`config.mk`:
```
export PLATFORM = sky130hd
export DESIGN_NAME = touch_tap_gesture_decoder
export DESIGN_NICKNAME = d
export VERILOG_FILES = /design/src/hdl/ttgd_pkg.sv /design/src/hdl/touch_tap_gesture_decoder.sv /design/src/hdl/ttgd_debounce.sv /design/src/hdl/ttgd_gesture.sv
export VERILOG_INCLUDE_DIRS = /design/src /design/src/hdl
export SDC_FILE = /design/constraint.sdc
export NUM_CORES = 1
export LEC_CHECK = 0
export ABC_CLOCK_PERIOD_IN_PS = 13300
export BUFFER_PORTS_ARGS = -buffer_cell sky130_fd_sc_hd__clkbuf_2
export CAP_MARGIN = 20
export CORE_MARGIN = 5
export CORE_UTILIZATION = 55
export CTS_BUF_LIST = sky130_fd_sc_hd__clkbuf_4 sky130_fd_sc_hd__clkbuf_8 sky130_fd_sc_hd__clkbuf_16
export DETAILED_ROUTE_END_ITERATION = 10
export PLACE_DENSITY = 0.81
export SLEW_MARGIN = 10
export SYNTH_ARGS = -nofsm -noshare
export SYNTH_HDL_FRONTEND = slang
export SYNTH_SLANG_ARGS = --single-unit
```
`constraint.sdc`:
```
create_clock -name clk -period 13.3 [get_ports clk]
set_input_delay 2.66 -clock clk [delete_from_list [all_inputs] [get_ports clk]]
set_output_delay 2.66 -clock clk [all_outputs]
set_load 0.005 [all_outputs]
```
`src/hdl/assert_macros.svh`:
```
// assertion macros shared by the touch gesture decoder rtl
// no dependencies; define NO_ASSERTIONS to compile them out
`ifndef ASSERT_MACROS_SVH
`define ASSERT_MACROS_SVH
`ifndef NO_ASSERTIONS
// checked on every rising edge outside reset
`define ASSERT_CLK(lbl, clk, rst, prop) \
  lbl: assert property (@(posedge clk) disable iff (rst) prop) \
    else $error("assertion failed");
// checked on every rising edge, reset included
`define ASSERT_ALWAYS(lbl, clk, prop) \
  lbl: assert property (@(posedge clk) prop) \
    else $error("assertion failed");
`else
`define ASSERT_CLK(lbl, clk, rst, prop)
`define ASSERT_ALWAYS(lbl, clk, prop)
`endif
`endif

```
`src/hdl/ttgd_pkg.sv`:
```
// shared types and constants for the touch tap gesture decoder
// no dependencies
package ttgd_pkg;

  localparam int SAMPLE_WIDTH_DEFAULT = 16;
  localparam int TIME_WIDTH_DEFAULT   = 32;

  localparam int SAMPLE_PORT_WIDTH = 16;
  localparam int TIME_PORT_WIDTH   = 32;
  localparam int THRESHOLD_WIDTH   = 16;
  localparam int READS_WIDTH       = 3;
  localparam int MS_WIDTH          = 16;
  localparam int CFG_DATA_WIDTH    = 16;
  localparam int CFG_INDEX_WIDTH   = 2;

  // register indexes
  localparam logic [CFG_INDEX_WIDTH-1:0] REG_TOUCH_THRESHOLD = 2'd0;
  localparam logic [CFG_INDEX_WIDTH-1:0] REG_DEBOUNCE_READS  = 2'd1;
  localparam logic [CFG_INDEX_WIDTH-1:0] REG_LONG_PRESS_MS   = 2'd2;
  localparam logic [CFG_INDEX_WIDTH-1:0] REG_TAP_WINDOW_MS   = 2'd3;

  // register reset values
  localparam logic [THRESHOLD_WIDTH-1:0] THRESHOLD_RESET  = 16'd40;
  localparam logic [READS_WIDTH-1:0]     READS_RESET      = 3'd3;
  localparam logic [MS_WIDTH-1:0]        LONG_PRESS_RESET = 16'd600;
  localparam logic [MS_WIDTH-1:0]        DOUBLE_TAP_RESET = 16'd280;

  // pulse sequencer phases
  localparam logic [1:0] PHASE_IDLE    = 2'd0;
  localparam logic [1:0] PHASE_RELEASE = 2'd1;
  localparam logic [1:0] PHASE_PRESS   = 2'd2;
  localparam logic [1:0] PHASE_UNUSED  = 2'd3;

  typedef struct packed {
    logic [THRESHOLD_WIDTH-1:0] touch_threshold;
    logic [READS_WIDTH-1:0]     debounce_reads;
    logic [MS_WIDTH-1:0]        long_press_ms;
    logic [MS_WIDTH-1:0]        tap_window_ms;
  } cfg_t;

  typedef struct packed {
    logic                       a_pressed;
    logic                       a_was_pressed;
    logic                       a_was_released;
    logic [TIME_PORT_WIDTH-1:0] a_press_time;
    logic                       b_pressed;
    logic                       b_was_pressed;
    logic                       b_was_released;
    logic [TIME_PORT_WIDTH-1:0] b_press_time;
  } result_t;

endpackage

```
`src/hdl/touch_tap_gesture_decoder.sv`:
```
// top level of the touch tap gesture decoder: config registers, input and result stages
// depends on ttgd_pkg, ttgd_debounce, ttgd_gesture and assert_macros.svh
`include "assert_macros.svh"

// Turns a capacitive touch pad into two virtual buttons. Each input transaction is
// one poll (sample plus millisecond timestamp); each produces exactly one result
// transaction with the level, press edge, release edge and press timestamp of
// buttons A and B. A press held for long_press_ms holds A down until release; two
// taps within the tap window pulse B for one poll; a lone tap pulses A once the
// window lapses. The block takes one poll every clock cycle while the result
// channel is not stalled. A poll waits in the input register until the result
// register is free or being drained, and its result is then written to the
// result register; the gesture state is read and rewritten for every poll.
// The result register and the input register decouple the two sides, so one
// more poll is still taken while a finished result waits. Configuration writes
// (cfg_write, cfg_index, cfg_data) take effect at once and belong to idle
// periods only; config registers, valid flags and gesture state reset on rst.
module touch_tap_gesture_decoder #(
  parameter int SAMPLE_WIDTH = ttgd_pkg::SAMPLE_WIDTH_DEFAULT,
  parameter int TIME_WIDTH   = ttgd_pkg::TIME_WIDTH_DEFAULT
) (
  input  logic                                  clk,
  input  logic                                  rst,
  // configuration write port
  input  logic                                  cfg_write,
  input  logic [ttgd_pkg::CFG_INDEX_WIDTH-1:0]  cfg_index,
  input  logic [ttgd_pkg::CFG_DATA_WIDTH-1:0]   cfg_data,
  // poll input channel
  input  logic                                  in_valid,
  output logic                                  in_ready,
  input  logic [ttgd_pkg::SAMPLE_PORT_WIDTH-1:0] touch_sample,
  input  logic [ttgd_pkg::TIME_PORT_WIDTH-1:0]   now_ms,
  // result channel
  output logic                                  out_valid,
  input  logic                                  out_ready,
  output logic                                  a_pressed,
  output logic                                  a_was_pressed,
  output logic                                  a_was_released,
  output logic [ttgd_pkg::TIME_PORT_WIDTH-1:0]   a_press_time,
  output logic                                  b_pressed,
  output logic                                  b_was_pressed,
  output logic                                  b_was_released,
  output logic [ttgd_pkg::TIME_PORT_WIDTH-1:0]   b_press_time
);

  ttgd_pkg::cfg_t    cfg;
  ttgd_pkg::result_t res;
  ttgd_pkg::result_t result;

  // input register
  logic                    stage_valid;
  logic [SAMPLE_WIDTH-1:0] stage_sample;
  logic [TIME_WIDTH-1:0]   stage_now;

  logic advance;
  logic down;

  // the staged poll moves on when the result register is free or being drained
  assign advance  = stage_valid && (!out_valid || out_ready);
  assign in_ready = !stage_valid || advance;

  // configuration registers
  always_ff @(posedge clk) begin
    if (rst) begin
      cfg.touch_threshold <= ttgd_pkg::THRESHOLD_RESET;
      cfg.debounce_reads  <= ttgd_pkg::READS_RESET;
      cfg.long_press_ms   <= ttgd_pkg::LONG_PRESS_RESET;
      cfg.tap_window_ms   <= ttgd_pkg::DOUBLE_TAP_RESET;
    end else if (cfg_write) begin
      case (cfg_index)
        ttgd_pkg::REG_TOUCH_THRESHOLD: begin
          cfg.touch_threshold <= ttgd_pkg::THRESHOLD_WIDTH'(cfg_data);
        end
        ttgd_pkg::REG_DEBOUNCE_READS: begin
          cfg.debounce_reads <= cfg_data[ttgd_pkg::READS_WIDTH-1:0];
        end
        ttgd_pkg::REG_LONG_PRESS_MS: begin
          cfg.long_press_ms <= ttgd_pkg::MS_WIDTH'(cfg_data);
        end
        ttgd_pkg::REG_TAP_WINDOW_MS: begin
          cfg.tap_window_ms <= ttgd_pkg::MS_WIDTH'(cfg_data);
        end
        default: begin
        end
      endcase
    end
  end

  // input stage: control
  always_ff @(posedge clk) begin
    if (rst) begin
      stage_valid <= 1'b0;
    end else if (in_ready) begin
      stage_valid <= in_valid;
    end
  end

  // input stage: payload, only the used low bits are kept
  always_ff @(posedge clk) begin
    if (in_valid && in_ready) begin
      stage_sample <= touch_sample[SAMPLE_WIDTH-1:0];
      stage_now    <= now_ms[TIME_WIDTH-1:0];
    end
  end

  ttgd_debounce #(
    .SAMPLE_WIDTH (SAMPLE_WIDTH)
  ) u_debounce (
    .clk     (clk),
    .rst     (rst),
    .advance (advance),
    .sample  (stage_sample),
    .cfg     (cfg),
    .down    (down)
  );

  ttgd_gesture #(
    .TIME_WIDTH (TIME_WIDTH)
  ) u_gesture (
    .clk     (clk),
    .rst     (rst),
    .advance (advance),
    .down    (down),
    .now     (stage_now),
    .cfg     (cfg),
    .res     (res)
  );

  // result register: control
  always_ff @(posedge clk) begin
    if (rst) begin
      out_valid <= 1'b0;
    end else if (advance) begin
      out_valid <= 1'b1;
    end else if (out_ready) begin
      out_valid <= 1'b0;
    end
  end

  // result register: payload
  always_ff @(posedge clk) begin
    if (advance) begin
      result <= res;
    end
  end

  assign a_pressed      = result.a_pressed;
  assign a_was_pressed  = result.a_was_pressed;
  assign a_was_released = result.a_was_released;
  assign a_press_time   = result.a_press_time;
  assign b_pressed      = result.b_pressed;
  assign b_was_pressed  = result.b_was_pressed;
  assign b_was_released = result.b_was_released;
  assign b_press_time   = result.b_press_time;

  // an empty input register always takes a new poll
  `ASSERT_CLK(a_ready_when_empty, clk, rst, !stage_valid |-> in_ready)
  // a b press edge comes with b held
  `ASSERT_CLK(a_b_press_level, clk, rst, out_valid && b_was_pressed |-> b_pressed)
  // a b release edge comes with b let go
  `ASSERT_CLK(a_b_release_level, clk, rst, out_valid && b_was_released |-> !b_pressed)

endmodule

```
`src/hdl/ttgd_debounce.sv`:
```
// threshold compare and debounce counter for the touch pad
// depends on ttgd_pkg and assert_macros.svh
`include "assert_macros.svh"

module ttgd_debounce #(
  parameter int SAMPLE_WIDTH = ttgd_pkg::SAMPLE_WIDTH_DEFAULT
) (
  input  logic                    clk,
  input  logic                    rst,
  input  logic                    advance,
  input  logic [SAMPLE_WIDTH-1:0] sample,
  input  ttgd_pkg::cfg_t          cfg,
  output logic                    down
);

  logic                               debounced_down;
  logic                               debounced_down_next;
  logic [ttgd_pkg::READS_WIDTH-1:0]   disagree_count;
  logic [ttgd_pkg::READS_WIDTH-1:0]   disagree_count_next;
  logic [ttgd_pkg::READS_WIDTH-1:0]   count_inc;
  logic                               raw;

  assign raw       = ttgd_pkg::THRESHOLD_WIDTH'(sample) < cfg.touch_threshold;
  assign count_inc = disagree_count + ttgd_pkg::READS_WIDTH'(1);

  always_comb begin
    debounced_down_next = debounced_down;
    disagree_count_next = '0;
    if (raw != debounced_down) begin
      // a read count of zero behaves like one
      if (count_inc >= cfg.debounce_reads) begin
        debounced_down_next = raw;
      end else begin
        disagree_count_next = count_inc;
      end
    end
  end

  assign down = debounced_down_next;

  always_ff @(posedge clk) begin
    if (rst) begin
      debounced_down <= 1'b0;
      disagree_count <= '0;
    end else if (advance) begin
      debounced_down <= debounced_down_next;
      disagree_count <= disagree_count_next;
    end
  end

  // the counter stays below the largest read count
  `ASSERT_CLK(a_count_below_max, clk, rst, disagree_count != '1)

endmodule

```
`src/hdl/ttgd_gesture.sv`:
```
// tap, double tap and long press tracking with the two button pulse sequencers
// depends on ttgd_pkg and assert_macros.svh
`include "assert_macros.svh"

module ttgd_gesture #(
  parameter int TIME_WIDTH = ttgd_pkg::TIME_WIDTH_DEFAULT
) (
  input  logic                  clk,
  input  logic                  rst,
  input  logic                  advance,
  input  logic                  down,
  input  logic [TIME_WIDTH-1:0] now,
  input  ttgd_pkg::cfg_t        cfg,
  output ttgd_pkg::result_t     res
);

  logic                  previous_down;
  logic [TIME_WIDTH-1:0] touch_start_time, touch_start_time_next;
  logic                  long_fired, long_fired_next;
  logic                  tap_pending, tap_pending_next;
  logic [TIME_WIDTH-1:0] first_tap_time, first_tap_time_next;
  logic                  a_level, a_level_next;
  logic [1:0]            a_pulse_phase, a_pulse_phase_next;
  logic [TIME_WIDTH-1:0] a_start_time, a_start_time_next;
  logic                  b_level, b_level_next;
  logic [1:0]            b_pulse_phase, b_pulse_phase_next;
  logic [TIME_WIDTH-1:0] b_start_time, b_start_time_next;

  logic [TIME_WIDTH-1:0] long_limit;
  logic [TIME_WIDTH-1:0] tap_limit;
  logic [TIME_WIDTH-1:0] held_time;
  logic [TIME_WIDTH-1:0] gap_time;
  logic [TIME_WIDTH-1:0] lapse_time;
  logic                  a_pe, a_re, b_pe, b_re;

  assign long_limit = TIME_WIDTH'(cfg.long_press_ms);
  assign tap_limit  = TIME_WIDTH'(cfg.tap_window_ms);
  assign gap_time   = now - first_tap_time;

  always_comb begin
    touch_start_time_next = touch_start_time;
    long_fired_next       = long_fired;
    tap_pending_next      = tap_pending;
    first_tap_time_next   = first_tap_time;
    a_level_next          = a_level;
    a_pulse_phase_next    = a_pulse_phase;
    a_start_time_next     = a_start_time;
    b_level_next          = b_level;
    b_pulse_phase_next    = b_pulse_phase;
    b_start_time_next     = b_start_time;
    a_pe = 1'b0;
    a_re = 1'b0;
    b_pe = 1'b0;
    b_re = 1'b0;

    // touch start
    if (down && !previous_down) begin
      touch_start_time_next = now;
      long_fired_next       = 1'b0;
    end
    held_time = now - touch_start_time_next;

    // long press
    if (down && !long_fired_next && held_time >= long_limit) begin
      long_fired_next   = 1'b1;
      tap_pending_next  = 1'b0;
      a_level_next      = 1'b1;
      a_pe              = 1'b1;
      a_start_time_next = touch_start_time_next;
    end
    if (down && long_fired_next) begin
      a_level_next = 1'b1;
    end

    // release: end of a long press, or a tap
    if (!down && previous_down) begin
      if (long_fired_next) begin
        a_level_next = 1'b0;
        a_re         = 1'b1;
      end else if (held_time < long_limit) begin
        if (tap_pending_next && gap_time <= tap_limit) begin
          tap_pending_next   = 1'b0;
          b_pulse_phase_next = ttgd_pkg::PHASE_PRESS;
        end else begin
          tap_pending_next    = 1'b1;
          first_tap_time_next = now;
        end
      end
    end

    // lone tap once the double-tap window has lapsed
    lapse_time = now - first_tap_time_next;
    if (tap_pending_next && !down && lapse_time > tap_limit) begin
      tap_pending_next   = 1'b0;
      a_pulse_phase_next = ttgd_pkg::PHASE_PRESS;
    end

    case (a_pulse_phase_next)
      ttgd_pkg::PHASE_PRESS: begin
        a_level_next       = 1'b1;
        a_pe               = 1'b1;
        a_start_time_next  = now;
        a_pulse_phase_next = ttgd_pkg::PHASE_RELEASE;
      end
      ttgd_pkg::PHASE_RELEASE: begin
        a_level_next       = 1'b0;
        a_re               = 1'b1;
        a_pulse_phase_next = ttgd_pkg::PHASE_IDLE;
      end
      default: begin
      end
    endcase

    case (b_pulse_phase_next)
      ttgd_pkg::PHASE_PRESS: begin
        b_level_next       = 1'b1;
        b_pe               = 1'b1;
        b_start_time_next  = now;
        b_pulse_phase_next = ttgd_pkg::PHASE_RELEASE;
      end
      ttgd_pkg::PHASE_RELEASE: begin
        b_level_next       = 1'b0;
        b_re               = 1'b1;
        b_pulse_phase_next = ttgd_pkg::PHASE_IDLE;
      end
      default: begin
      end
    endcase
  end

  always_comb begin
    res.a_pressed      = a_level_next;
    res.a_was_pressed  = a_pe;
    res.a_was_released = a_re;
    res.a_press_time   = ttgd_pkg::TIME_PORT_WIDTH'(a_start_time_next);
    res.b_pressed      = b_level_next;
    res.b_was_pressed  = b_pe;
    res.b_was_released = b_re;
    res.b_press_time   = ttgd_pkg::TIME_PORT_WIDTH'(b_start_time_next);
  end

  always_ff @(posedge clk) begin
    if (rst) begin
      previous_down    <= 1'b0;
      touch_start_time <= '0;
      long_fired       <= 1'b0;
      tap_pending      <= 1'b0;
      first_tap_time   <= '0;
      a_level          <= 1'b0;
      a_pulse_phase    <= ttgd_pkg::PHASE_IDLE;
      a_start_time     <= '0;
      b_level          <= 1'b0;
      b_pulse_phase    <= ttgd_pkg::PHASE_IDLE;
      b_start_time     <= '0;
    end else if (advance) begin
      previous_down    <= down;
      touch_start_time <= touch_start_time_next;
      long_fired       <= long_fired_next;
      tap_pending      <= tap_pending_next;
      first_tap_time   <= first_tap_time_next;
      a_level          <= a_level_next;
      a_pulse_phase    <= a_pulse_phase_next;
      a_start_time     <= a_start_time_next;
      b_level          <= b_level_next;
      b_pulse_phase    <= b_pulse_phase_next;
      b_start_time     <= b_start_time_next;
    end
  end

  // pulse sequencers never reach the unused phase
  `ASSERT_CLK(a_a_phase_valid, clk, rst, a_pulse_phase != ttgd_pkg::PHASE_UNUSED)
  `ASSERT_CLK(a_b_phase_valid, clk, rst, b_pulse_phase != ttgd_pkg::PHASE_UNUSED)

endmodule
```
Yosys cells after proc, flatten, opt, wreduce, memory -nomap -nowiden:

Cells that the tools add are included.

* register bits: 311
* output and inout bits: 72

* add/sub/neg operators: 4
* order comparisons: 6
* equality and inequality tests: 8
* multiplexer cells: 40
* reductions and logical operators: 23

Operators with widths (number)
* 2-to-1 mux 32 bit: 8
* subtractor 32 bit: 3
* >= comparator 32 x 16 -> 1 bit: 1
* > comparator 32 x 16 -> 1 bit: 1
* <= comparator 32 x 16 -> 1 bit: 1
* < comparator 32 x 16 -> 1 bit: 1
* 2-to-1 mux 1 bit: 21
* < comparator 16 bit: 1
* logical AND 1 bit: 10
* 2-to-1 mux 2 bit: 5
* equality test 2 bit, second input constant: 4
* case mux 2 bit (2 select lines): 2
* AND reduction 2 bit: 4
* equality test 2 x 1 -> 1 bit, second input constant: 3
* 2-to-1 mux 3 bit: 2
* zero test 1 bit: 5
* case mux 1 bit (2 select lines): 2
* adder 3 x 1 -> 3 bit, second input constant: 1
* >= comparator 3 bit: 1
* zero test 2 bit: 1
* logical OR 1 bit: 2
* nonzero test 2 bit: 1
* != test 1 bit: 1

Longest topological paths before layout:

Gate-level depths: netlist of run 1.

* depth after elaboration: 21
* depth in mapped cells: 68

By module:

A second synthesis of run 1 with hierarchy kept.

* cell total of the unflattened synthesis: 2393
* area total of the unflattened synthesis: 20895.0 um^2

By module, submodules not included
* ttgd_gesture: instances 1, cells an instance 1973, area each 14498.9 um^2, sequential area each 2742.6 um^2
* touch_tap_gesture_decoder: instances 1, cells an instance 325, area each 5695.5 um^2, sequential area each 4604.4 um^2
* ttgd_debounce: instances 1, cells an instance 95, area each 700.7 um^2, sequential area each 80.1 um^2

Worst setup path before layout of run 1:

No wires, ideal clock.

* kind: flip-flop to flip-flop
* start point: reg u_debounce.disagree_count[0] in the netlist's numbering
* end point: reg u_gesture.a_start_time[7]
* setup time: 0.114 ns
* arrival time: 13.247 ns
* data required time: 13.186 ns
* path slack: -0.062 ns
* cell stages (with the launch flop): 68
* path buffers: 6
* period minus slack after synthesis: 13.362 ns
* cells stage by stage: dfxtp_1 -> ha_1 -> xor2_1 -> ha_1 -> nand2_1 -> o21ai_0 -> nor2b_1 -> o211a_1 -> buf_6 -> clkbuf_1 -> clkbuf_1 -> mux2i_1 -> inv_1 -> ha_1 -> fa_1 -> nand2b_1 -> a21oi_1 -> o41a_1 -> (+32 left out) -> a21o_1 -> a21oi_1 -> o31ai_1 -> a21oi_1 -> a31oi_1 -> nor4bb_1 -> nand3_1 -> nor2_1 -> a21boi_0 -> a21boi_1 -> or2_1 -> ha_1 -> inv_1 -> nand2_1 -> o32ai_2 -> buf_2 -> nor3_1 -> a2111oi_0

* word-level cells in the longest chain between the ends: 21
* elaborated cells between the ends (all ways): 34
* those cells by class: add/sub (3); order compare (4); eq/ne (1); mux (17); reduce/logical (9)

RTL lines
* start, declared: line ttgd_debounce.sv:18 `logic [ttgd_pkg::READS_WIDTH-1:0] disagree_count;`
* start signal, assigned: line ttgd_debounce.sv:47 `disagree_count <= disagree_count_next;`
* adder 3 x 1 -> 3 bit (*): line ttgd_debounce.sv:24 `assign count_inc = disagree_count + ttgd_pkg::READS_WIDTH'(1);`
* >= comparator 3 bit (*): line ttgd_debounce.sv:31 `if (count_inc >= cfg.debounce_reads) begin`
* 2-to-1 mux 1 bit (*): line ttgd_debounce.sv:31
* 2-to-1 mux 1 bit (*): line ttgd_debounce.sv:29 `if (raw != debounced_down) begin`
* logical AND 1 bit (*): line ttgd_gesture.sv:57 `if (down && !previous_down) begin`
* 2-to-1 mux 32 bit (*): line ttgd_gesture.sv:57
* via u_gesture.touch_start_time_next[0]: line ttgd_gesture.sv:18 `logic [TIME_WIDTH-1:0] touch_start_time, touch_start_time_next;`
* subtractor 32 bit (*): line ttgd_gesture.sv:61 `held_time = now - touch_start_time_next;`
* (+6 left out)
* 2-to-1 mux 32 bit: line ttgd_gesture.sv:77 `if (long_fired_next) begin`
* 2-to-1 mux 32 bit: line ttgd_gesture.sv:76 `if (!down && previous_down) begin`
* subtractor 32 bit: line ttgd_gesture.sv:92 `lapse_time = now - first_tap_time_next;`
* > comparator 32 x 16 -> 1 bit: line ttgd_gesture.sv:93 `if (tap_pending_next && !down && lapse_time > tap_limit) begin`
* logical AND 1 bit: line ttgd_gesture.sv:93
* 2-to-1 mux 2 bit: line ttgd_gesture.sv:93
* equality test 2 bit: line ttgd_gesture.sv:98 `case (a_pulse_phase_next)`
* 2-to-1 mux 32 bit (*): line ttgd_gesture.sv:98
* end signal, assigned: line ttgd_gesture.sv:163 `a_start_time <= a_start_time_next;`
* end, declared: line ttgd_gesture.sv:24 `logic [TIME_WIDTH-1:0] a_start_time, a_start_time_next;`

Mark *: on every way through the listed nets, which the timed path passes. The rest lies on a longest branch.
A chain may end at the register's enable or synchronous reset.

Worst setup path after layout of run 1:

* start point: reg, netlist name cfg[41]
* end point: reg u_gesture.a_start_time[31]

* word-level cells in the longest chain between the ends: 20
* elaborated cells between the ends (all ways): 34
* those cells by class: add/sub (2); order compare (4); eq/ne (2); mux (17); reduce/logical (9)

RTL lines
* < comparator 16 bit (*): line ttgd_debounce.sv:23 `assign raw = ttgd_pkg::THRESHOLD_WIDTH'(sample) < cfg.touch_threshold;`
* 2-to-1 mux 1 bit or != test 1 bit (tied branches): line ttgd_debounce.sv:31, ttgd_debounce.sv:29
* 2-to-1 mux 1 bit (*): line ttgd_debounce.sv:29
* logical AND 1 bit: line ttgd_gesture.sv:57
* 2-to-1 mux 32 bit or 2-to-1 mux 1 bit (tied branches): line ttgd_gesture.sv:57
* subtractor 32 bit or zero test 1 bit (tied branches): line ttgd_gesture.sv:61, ttgd_gesture.sv:64
* >= comparator 32 x 16 -> 1 bit or logical AND 1 bit (tied branches): line ttgd_gesture.sv:64 `if (down && !long_fired_next && held_time >= long_limit) begin`
* logical AND 1 bit: line ttgd_gesture.sv:64
* (+4 left out)
* 2-to-1 mux 32 bit: line ttgd_gesture.sv:77
* 2-to-1 mux 32 bit: line ttgd_gesture.sv:76
* subtractor 32 bit: line ttgd_gesture.sv:92
* > comparator 32 x 16 -> 1 bit: line ttgd_gesture.sv:93
* logical AND 1 bit: line ttgd_gesture.sv:93
* 2-to-1 mux 2 bit: line ttgd_gesture.sv:93
* equality test 2 bit: line ttgd_gesture.sv:98
* 2-to-1 mux 32 bit (*): line ttgd_gesture.sv:98

Mark *: on every way between the ends. The rest lies on a longest branch, timed or not.

==> reports/metrics.cfg, run 1 <==
[logic_synthesis]
synth_seq_cells=311
async_reset_ff_frac=0
synth_edf_count=118
synth_seq_area_share=0.368
synth.most_common_cell=nand2_1
yosys.area.top_type=dfxtp_1
synth_commonest_cells=nand2_1 (318), a21oi_1 (200), dfxtp_1 (193)
synthesis.area_mm2=0.0201
yosys-top-cells-area=dfxtp_1 (19%), edfxtp_1 (18%), ha_1 (10%), nand2_1 (5.9%), mux2i_1 (5.0%)
syn_avg_cell_area_um2=8.72
syn_inst=2306
yosysTopAreaCellShare=0.192
synth_warnings=0
syn_nets=2543
synth_cell_types=86
ys.flop_type=dfxtp_1

[critical_path]
cp_top_family=compound AO/OA/AOI/OAI gates
cp-start-kind=flip-flop
critPathMaxFanout=15
cpPeakStageDelay_ns=0.58
cp_common_cell=ha_1
critPathRequiredTime_ns=13.72
path_class=reg -> reg
critPathCaptureType=flip-flop
cp.buffers_inverters=5
worst_path_max_delay_cell=or4_4
crit_arrival_ns=13.24

[placement]
numPortBuffers=142
gp_congestion=0.963
dpl.hpwl_mm=43.9
dp_cells=2828

[floorplan]
die-width_um=201
die_h_um=201
core_mm2=0.0363
ios=143
rows=70
die_area_mm2=0.0405
initial_core_util=0.554

[finish]
area_growth_pct=12.9
regArea_mm2=0.00741
fillers=3025
multi_input_area_mm2=0.0120
finalNetCount=2653
drive_gt1_frac=0.144
finalNonFillerCells=2911

[global_routing]
grt_pass1_wl_mm=95.0
grt_max_degree=101
track_usage=0.287
antenna_found_initial=0
grt_pass1_vias=17400
overflow=0

[route]
drt_pass1_iterations=6
wl_per_cell_um=20.9
wl_met3_mm=4.50
wl_met1_mm=25.5
drc=0
wl_mm=60.9
num_vias=18300
routed-wl-met2_mm=28.0
top_layer_used=met4
ant_nets=0
drt_iter0_drc=1556
avgViaCountPerCell=6.28

[cts]
clock_sinks=311
cts_htree_levels=2
cts_tree=done
cts_root_buf=clkbuf_16
numCtsBuffers=35
clkTransAtPathRegs_ns=0.06
clockBufferDepth=3
clock_latency_ns=0.57

[sta]
finalSetupViolCount=0
finalCritPeriodShare=0.964
hold_viol_final=0
drv_slew=0
max_freq_mhz=78.0
setup_tns_ns=0
fin_worst_skew_ns=0.0285
holdWs_ns=0.451
maxSlewHeadroom=0.328
layout_min_cycle_time_ns=12.82
tightest_slew_ns=1.01

[run]
cap_violations=0

[power_and_ir_drop]
p_sw_frac=0.301
p_switching_uw=776
clockPowerShare=0.376
p_int_uw=1800
power_frac_comb=0.206
p_leak_uw=0.00858
peakVddDrop_v=0.000109
power_density_mw_per_mm2=114
p_seq_frac=0.418

[outcome]
status=finished clean

[min_path]
hold_path.class=reg -> reg

==> state kept, by name (all words and copies together) (netlist names), 32 cells and up <==
signal                      cells
cfg                            51
a_press_time                   32
b_press_time                   32
stage_now                      32
u_gesture.a_start_time         32
u_gesture.b_start_time         32
u_gesture.first_tap_time       32
u_gesture.touch_start_time     32
==> worst reg2reg max path: cells and delay by family (launching register included) <==
family / cells / cell delay [ns]
AO/OA/AOI/OAI: 28 / 5.05
XOR/XNOR: 2 / 0.42
adder cells (fa/ha/maj): 6 / 1.71
buffers and inverters: 5 / 0.82
flip-flops: 1 / 0.32
multiplexers: 2 / 0.63
AND/OR/NAND/NOR: 16 / 3.73
==> metrics by stage <==
| stage | util | worst slack (ns) | area, µm² | total power (µW) |
|---|---|---|---|---|
| floorplan | - | 0.0923 | 20100 | 1440 |
| global placement | 0.583 | 0.382 | 21200 | 1580 |
| detailed placement | 0.583 | -0.251 | 21200 | 1600 |
| CTS | 0.616 | 0.0204 | 22400 | 2570 |
| global route | 0.625 | -0.0789 | 22700 | 2700 |
| finish | 0.625 | 0.482 | 22700 | 2580 |
==> per-layer routing <==
layer / up-vias / global-route usage
met5: - / 0
met4: 0 / 0.132
met3: 142 / 0.0522
met2: 779 / 0.461
met1: 8658 / 0.380
li1: 8697 / -
==> power groups by stage <==
stage	Sequential, µW	Clock, µW	Combinational [µW]
CTS	1080	988	504
detailed placement	1100	0	498
global route	1080	1030	583
finish	1080	971	530
global placement	1100	0	488
floorplan	1080	0	357
==> worst paths after layout <==
check | start | to | slack, ns | cells after the start
worst max-delay path | cfg[41] | u_gesture.a_start_time[31] | 0.48 | 59
worst min-delay path | u_gesture.b_start_time[6] | u_gesture.b_start_time[6] | 0.45 | 2
worst max register to register | cfg[41] | u_gesture.a_start_time[31] | 0.48 | 59
worst min register to register | u_gesture.b_start_time[6] | u_gesture.b_start_time[6] | 0.45 | 2
==> logic make-up (layout without fill, tap and decap cells) <==
logic type | count (synthesis) | after routing | share of synthesized area
xor gates and xnor gates | 53 | 53 | 0.0231
buffers and inverters | 250 | 386 | 0.0481
adders and majority gates | 167 | 167 | 0.105
and+or+nand+nor | 739 | 739 | 0.171
other | 0 | 1 | 0
AOI/OAI and AO/OA | 650 | 650 | 0.215
DFF | 311 | 311 | 0.368
muxes | 136 | 136 | 0.0698
==> area by class of cell <==
| cell class | count | area share |
|---|---|---|
| Clock buffer | 44 | 0.0424 |
| Multi-Input combinational cell | 1745 | 0.526 |
| Sequential cell | 311 | 0.326 |
| Clock inverter | 19 | 0.00821 |
| Timing Repair Buffer | 193 | 0.0495 |
| Inverter | 130 | 0.0217 |
| Antenna cell | 1 | 0.000110 |
| Tap cell | 468 | 0.0258 |
==> timing repair <==
| item | CTS | global route |
|---|---|---|
| setup endpoints to repair | 56 | 67 |
| gates cloned | 0 | 1 |
| buffers inserted | 1 | 15 |
| pin swaps | 1 | 23 |
| gates resized for setup | 4 | 55 |
| hold buffers | 0 | 0 |
==> placed cells by master, fill, tap and decap left out, drive strengths merged, types with 87 or more instances in the layout <==
cell    count
a21oi     204
clkbuf    185
dfxtp     193
edfxtp    118
ha        163
inv       133
mux2i     101
nand2     318
nor2      172
o211ai     88
o21ai      87
No activity file was read; power rests on OpenSTA's default activity.
==> run 2: changes to the inputs <==
GPL_TIMING_DRIVEN = 0   (was not set)
==> run 2 against run 1 <==
Net effect:
- clock skew rose by 0.010 ns
- cell area rose by 5.9%
- cell count rose by 4.8%
- global-route usage rose by 2.3 points
- largest power group unchanged
- highest routed layer unchanged
==> reports/metrics.cfg, run 2 (synthesis results as in run 1) <==
[route]
wl_per_cell_um=21.9  ; was 20.9 µm
wl_mm=66.9  ; was 60.9 mm
num_vias=19400  ; was 18,300
drt_iter0_drc=1827  ; was 1,556
ant_nets=0  ; unchanged
avgViaCountPerCell=6.36  ; was 6.28
drc=0  ; unchanged
drt_pass1_iterations=6  ; unchanged

[floorplan]
rows=70  ; unchanged
die-width_um=201  ; unchanged
ios=143  ; unchanged
die_h_um=201  ; unchanged
core_mm2=0.0363  ; unchanged
initial_core_util=0.554  ; unchanged
die_area_mm2=0.0405  ; unchanged

[sta]
maxSlewHeadroom=0.302  ; was 0.328
layout_min_cycle_time_ns=13.28  ; was 12.82 ns
max_freq_mhz=75.3  ; was 78.0 MHz
tightest_slew_ns=1.05  ; was 1.01 ns
hold_viol_final=0  ; unchanged
finalCritPeriodShare=0.998  ; was 0.964
drv_slew=0  ; unchanged
finalSetupViolCount=0  ; unchanged
holdWs_ns=0.453  ; was 0.451 ns
fin_worst_skew_ns=0.0387  ; was 0.0285 ns
setup_tns_ns=0  ; unchanged
rsz0062_at_grt=true

[min_path]
whs_endpoint=u_gesture.b_start_time[21]  ; was u_gesture.b_start_time[6]
hold_depth=2  ; unchanged
hold_path.class=reg -> reg  ; unchanged
min-delay-start=u_gesture.b_start_time[21]  ; was u_gesture.b_start_time[6]

[critical_path]
reg2reg_depth=58  ; was 59
cpPeakStageDelay_ns=0.58  ; about the same
worst_path_max_delay_cell=or4_4  ; unchanged
critPathCaptureType=flip-flop  ; unchanged
critPathMaxFanout=10  ; was 15
path_class=reg -> reg  ; unchanged
rr_endpoint=u_gesture.a_start_time[31]  ; unchanged
cp-start-kind=flip-flop  ; unchanged
cp_common_cell=buf_4  ; was ha_1
critPathRequiredTime_ns=13.74  ; was 13.72 ns
r2r-start=stage_sample[12]  ; was cfg[41]
r2r_slack_ns=0.02  ; was 0.48 ns
crit_arrival_ns=13.71  ; was 13.24 ns

[cts]
numCtsBuffers=36  ; was 35
cts_htree_levels=2  ; unchanged
clockBufferDepth=3  ; unchanged
clock_sinks=311  ; unchanged
clkTransAtPathRegs_ns=0.06  ; about the same
cts_root_buf=clkbuf_16  ; unchanged
cts_hold_buffers=0  ; unchanged
cts_tree=done  ; unchanged
clock_latency_ns=0.57  ; about the same

[power_and_ir_drop]
p_switching_uw=819  ; was 776 µW
p_int_uw=1860  ; was 1800 µW
clockPowerShare=0.376  ; about the same
p_leak_uw=0.00904  ; was 0.00858 µW
peakVddDrop_v=0.000114  ; was 0.000109 V
p_sw_frac=0.306  ; was 0.301
p_seq_frac=0.402  ; was 0.418
power_frac_comb=0.223  ; was 0.206
power_density_mw_per_mm2=111  ; was 114 mW/mm²

[global_routing]
grt_pass1_wl_mm=101  ; was 95.0 mm
track_usage=0.310  ; was 0.287
grt_pass1_vias=18700  ; was 17,400
grt_max_degree=43  ; was 101
overflow=0  ; unchanged
antenna_found_initial=0  ; unchanged

[finish]
diodes=0  ; was 1
regMostFlops=cfg  ; unchanged
drive_gt1_frac=0.179  ; was 0.144
final_core_utilization=0.662  ; was 0.625
regArea_mm2=0.00741  ; about the same
area_growth_pct=19.6  ; was 12.9%
finalNetCount=2794  ; was 2,653
layout_commonest_cell=nand2_1  ; unchanged
fillers=2835  ; was 3,025
layout_common_cells=nand2_1 (313), dfxtp_1 (192), a21oi_1 (185), nor2_1 (166), ha_1 (148)  ; was nand2_1 (318), dfxtp_1 (193), a21oi_1 (190), nor2_1 (171), ha_1 (162)
largest_reg_flops=51  ; unchanged
multi_input_area_mm2=0.0125  ; was 0.0120 mm²

[placement]
numPortBuffers=141  ; was 142
gp_congestion=0.956  ; was 0.963
dpl.hpwl_mm=49.2  ; was 43.9 mm

[outcome]
status=finished clean  ; unchanged

[run]
cap_violations=0  ; unchanged

==> run 2: changes by cell type in the layout (fill, tap and decap cells not counted), sizes merged <==
cell	previous run	this run
buf	52	92
bufinv	2	3
clkbuf	185	286
diode	1	0
==> run 2: cell type report <==
class | instances | area share
inverters | 130 | 0.0205
repair buffers | 216 | 0.0558
well taps | 468 | 0.0243
flip-flops and latches | 311 | 0.308
clock buffers | 45 | 0.0408
multi-input cells | 1745 | 0.518
plain buffers | 117 | 0.0241
clock inverters | 20 | 0.00873
==> run 2: how the worst max path moves through the flow <==
stage                                             from                    endpoint  slack, ns  cells past startpoint
after floorplan           u_debounce.disagree_count[0]   u_gesture.a_start_time[7]       0.09                     67
after global placement    u_debounce.disagree_count[0]  u_gesture.a_start_time[24]      -3.42                     59
after detailed placement  u_debounce.disagree_count[0]   u_gesture.a_start_time[0]      -3.68                     59
after CTS                              stage_sample[6]   u_gesture.a_start_time[9]      0.005                     66
after global routing      u_debounce.disagree_count[0]   u_gesture.a_start_time[8]      -0.33                     66
final                                 stage_sample[12]  u_gesture.a_start_time[31]       0.02                     58
==> run 2: per-layer routing <==
| layer | routed length [µm] | global-route usage | share of wire |
|---|---|---|---|
| met5 | 0 | 0 | 0 |
| met4 | 4030 | 0.164 | 0.060 |
| met3 | 5410 | 0.0453 | 0.081 |
| met2 | 30100 | 0.499 | 0.45 |
| met1 | 27400 | 0.407 | 0.41 |
==> run 2: power by group through the flow <==
stage               Clock [µW]  Combinational (µW)  Sequential [µW]
floorplan                    0                 357             1080
global placement             0                 499             1090
detailed placement           0                 514             1090
CTS                       1020                 550             1070
global route              1050                 646             1080
finish                    1010                 596             1080
==> run 2: stage by stage <==
step | std cells | power, µW | setup WS, ns | cell area (µm²)
2_1_floorplan | 2306 | 1440 | 0.0923 | 20100
3_3_place_gp | 2915 | 1590 | -3.42 | 21400
3_5_place_dp | 2917 | 1610 | -3.68 | 21500
4_1_cts | 3028 | 2640 | 0.00519 | 23400
5_1_grt | 3052 | 2780 | -0.330 | 24100
6_report | 3052 | 2680 | 0.0231 | 24100
==> run 2: what timing repair did <==
item	4_1_cts	5_1_grt
pin swaps	40	74
cloned	2	0
gates resized for setup	90	114
endpoints found under the setup margin	71	66
setup buffers	45	25
==> run 2: critical path, delay by kind of cell (launching register included) <==
kind / cells / cell delay, ns
adder cells (fa/ha/maj): 6 / 2.01
AO/OA/AOI/OAI: 16 / 3.59
flip-flops: 1 / 0.44
XOR/XNOR: 2 / 0.49
buffers and inverters: 14 / 2.03
AND/OR/NAND/NOR: 18 / 4.30
multiplexers: 2 / 0.26
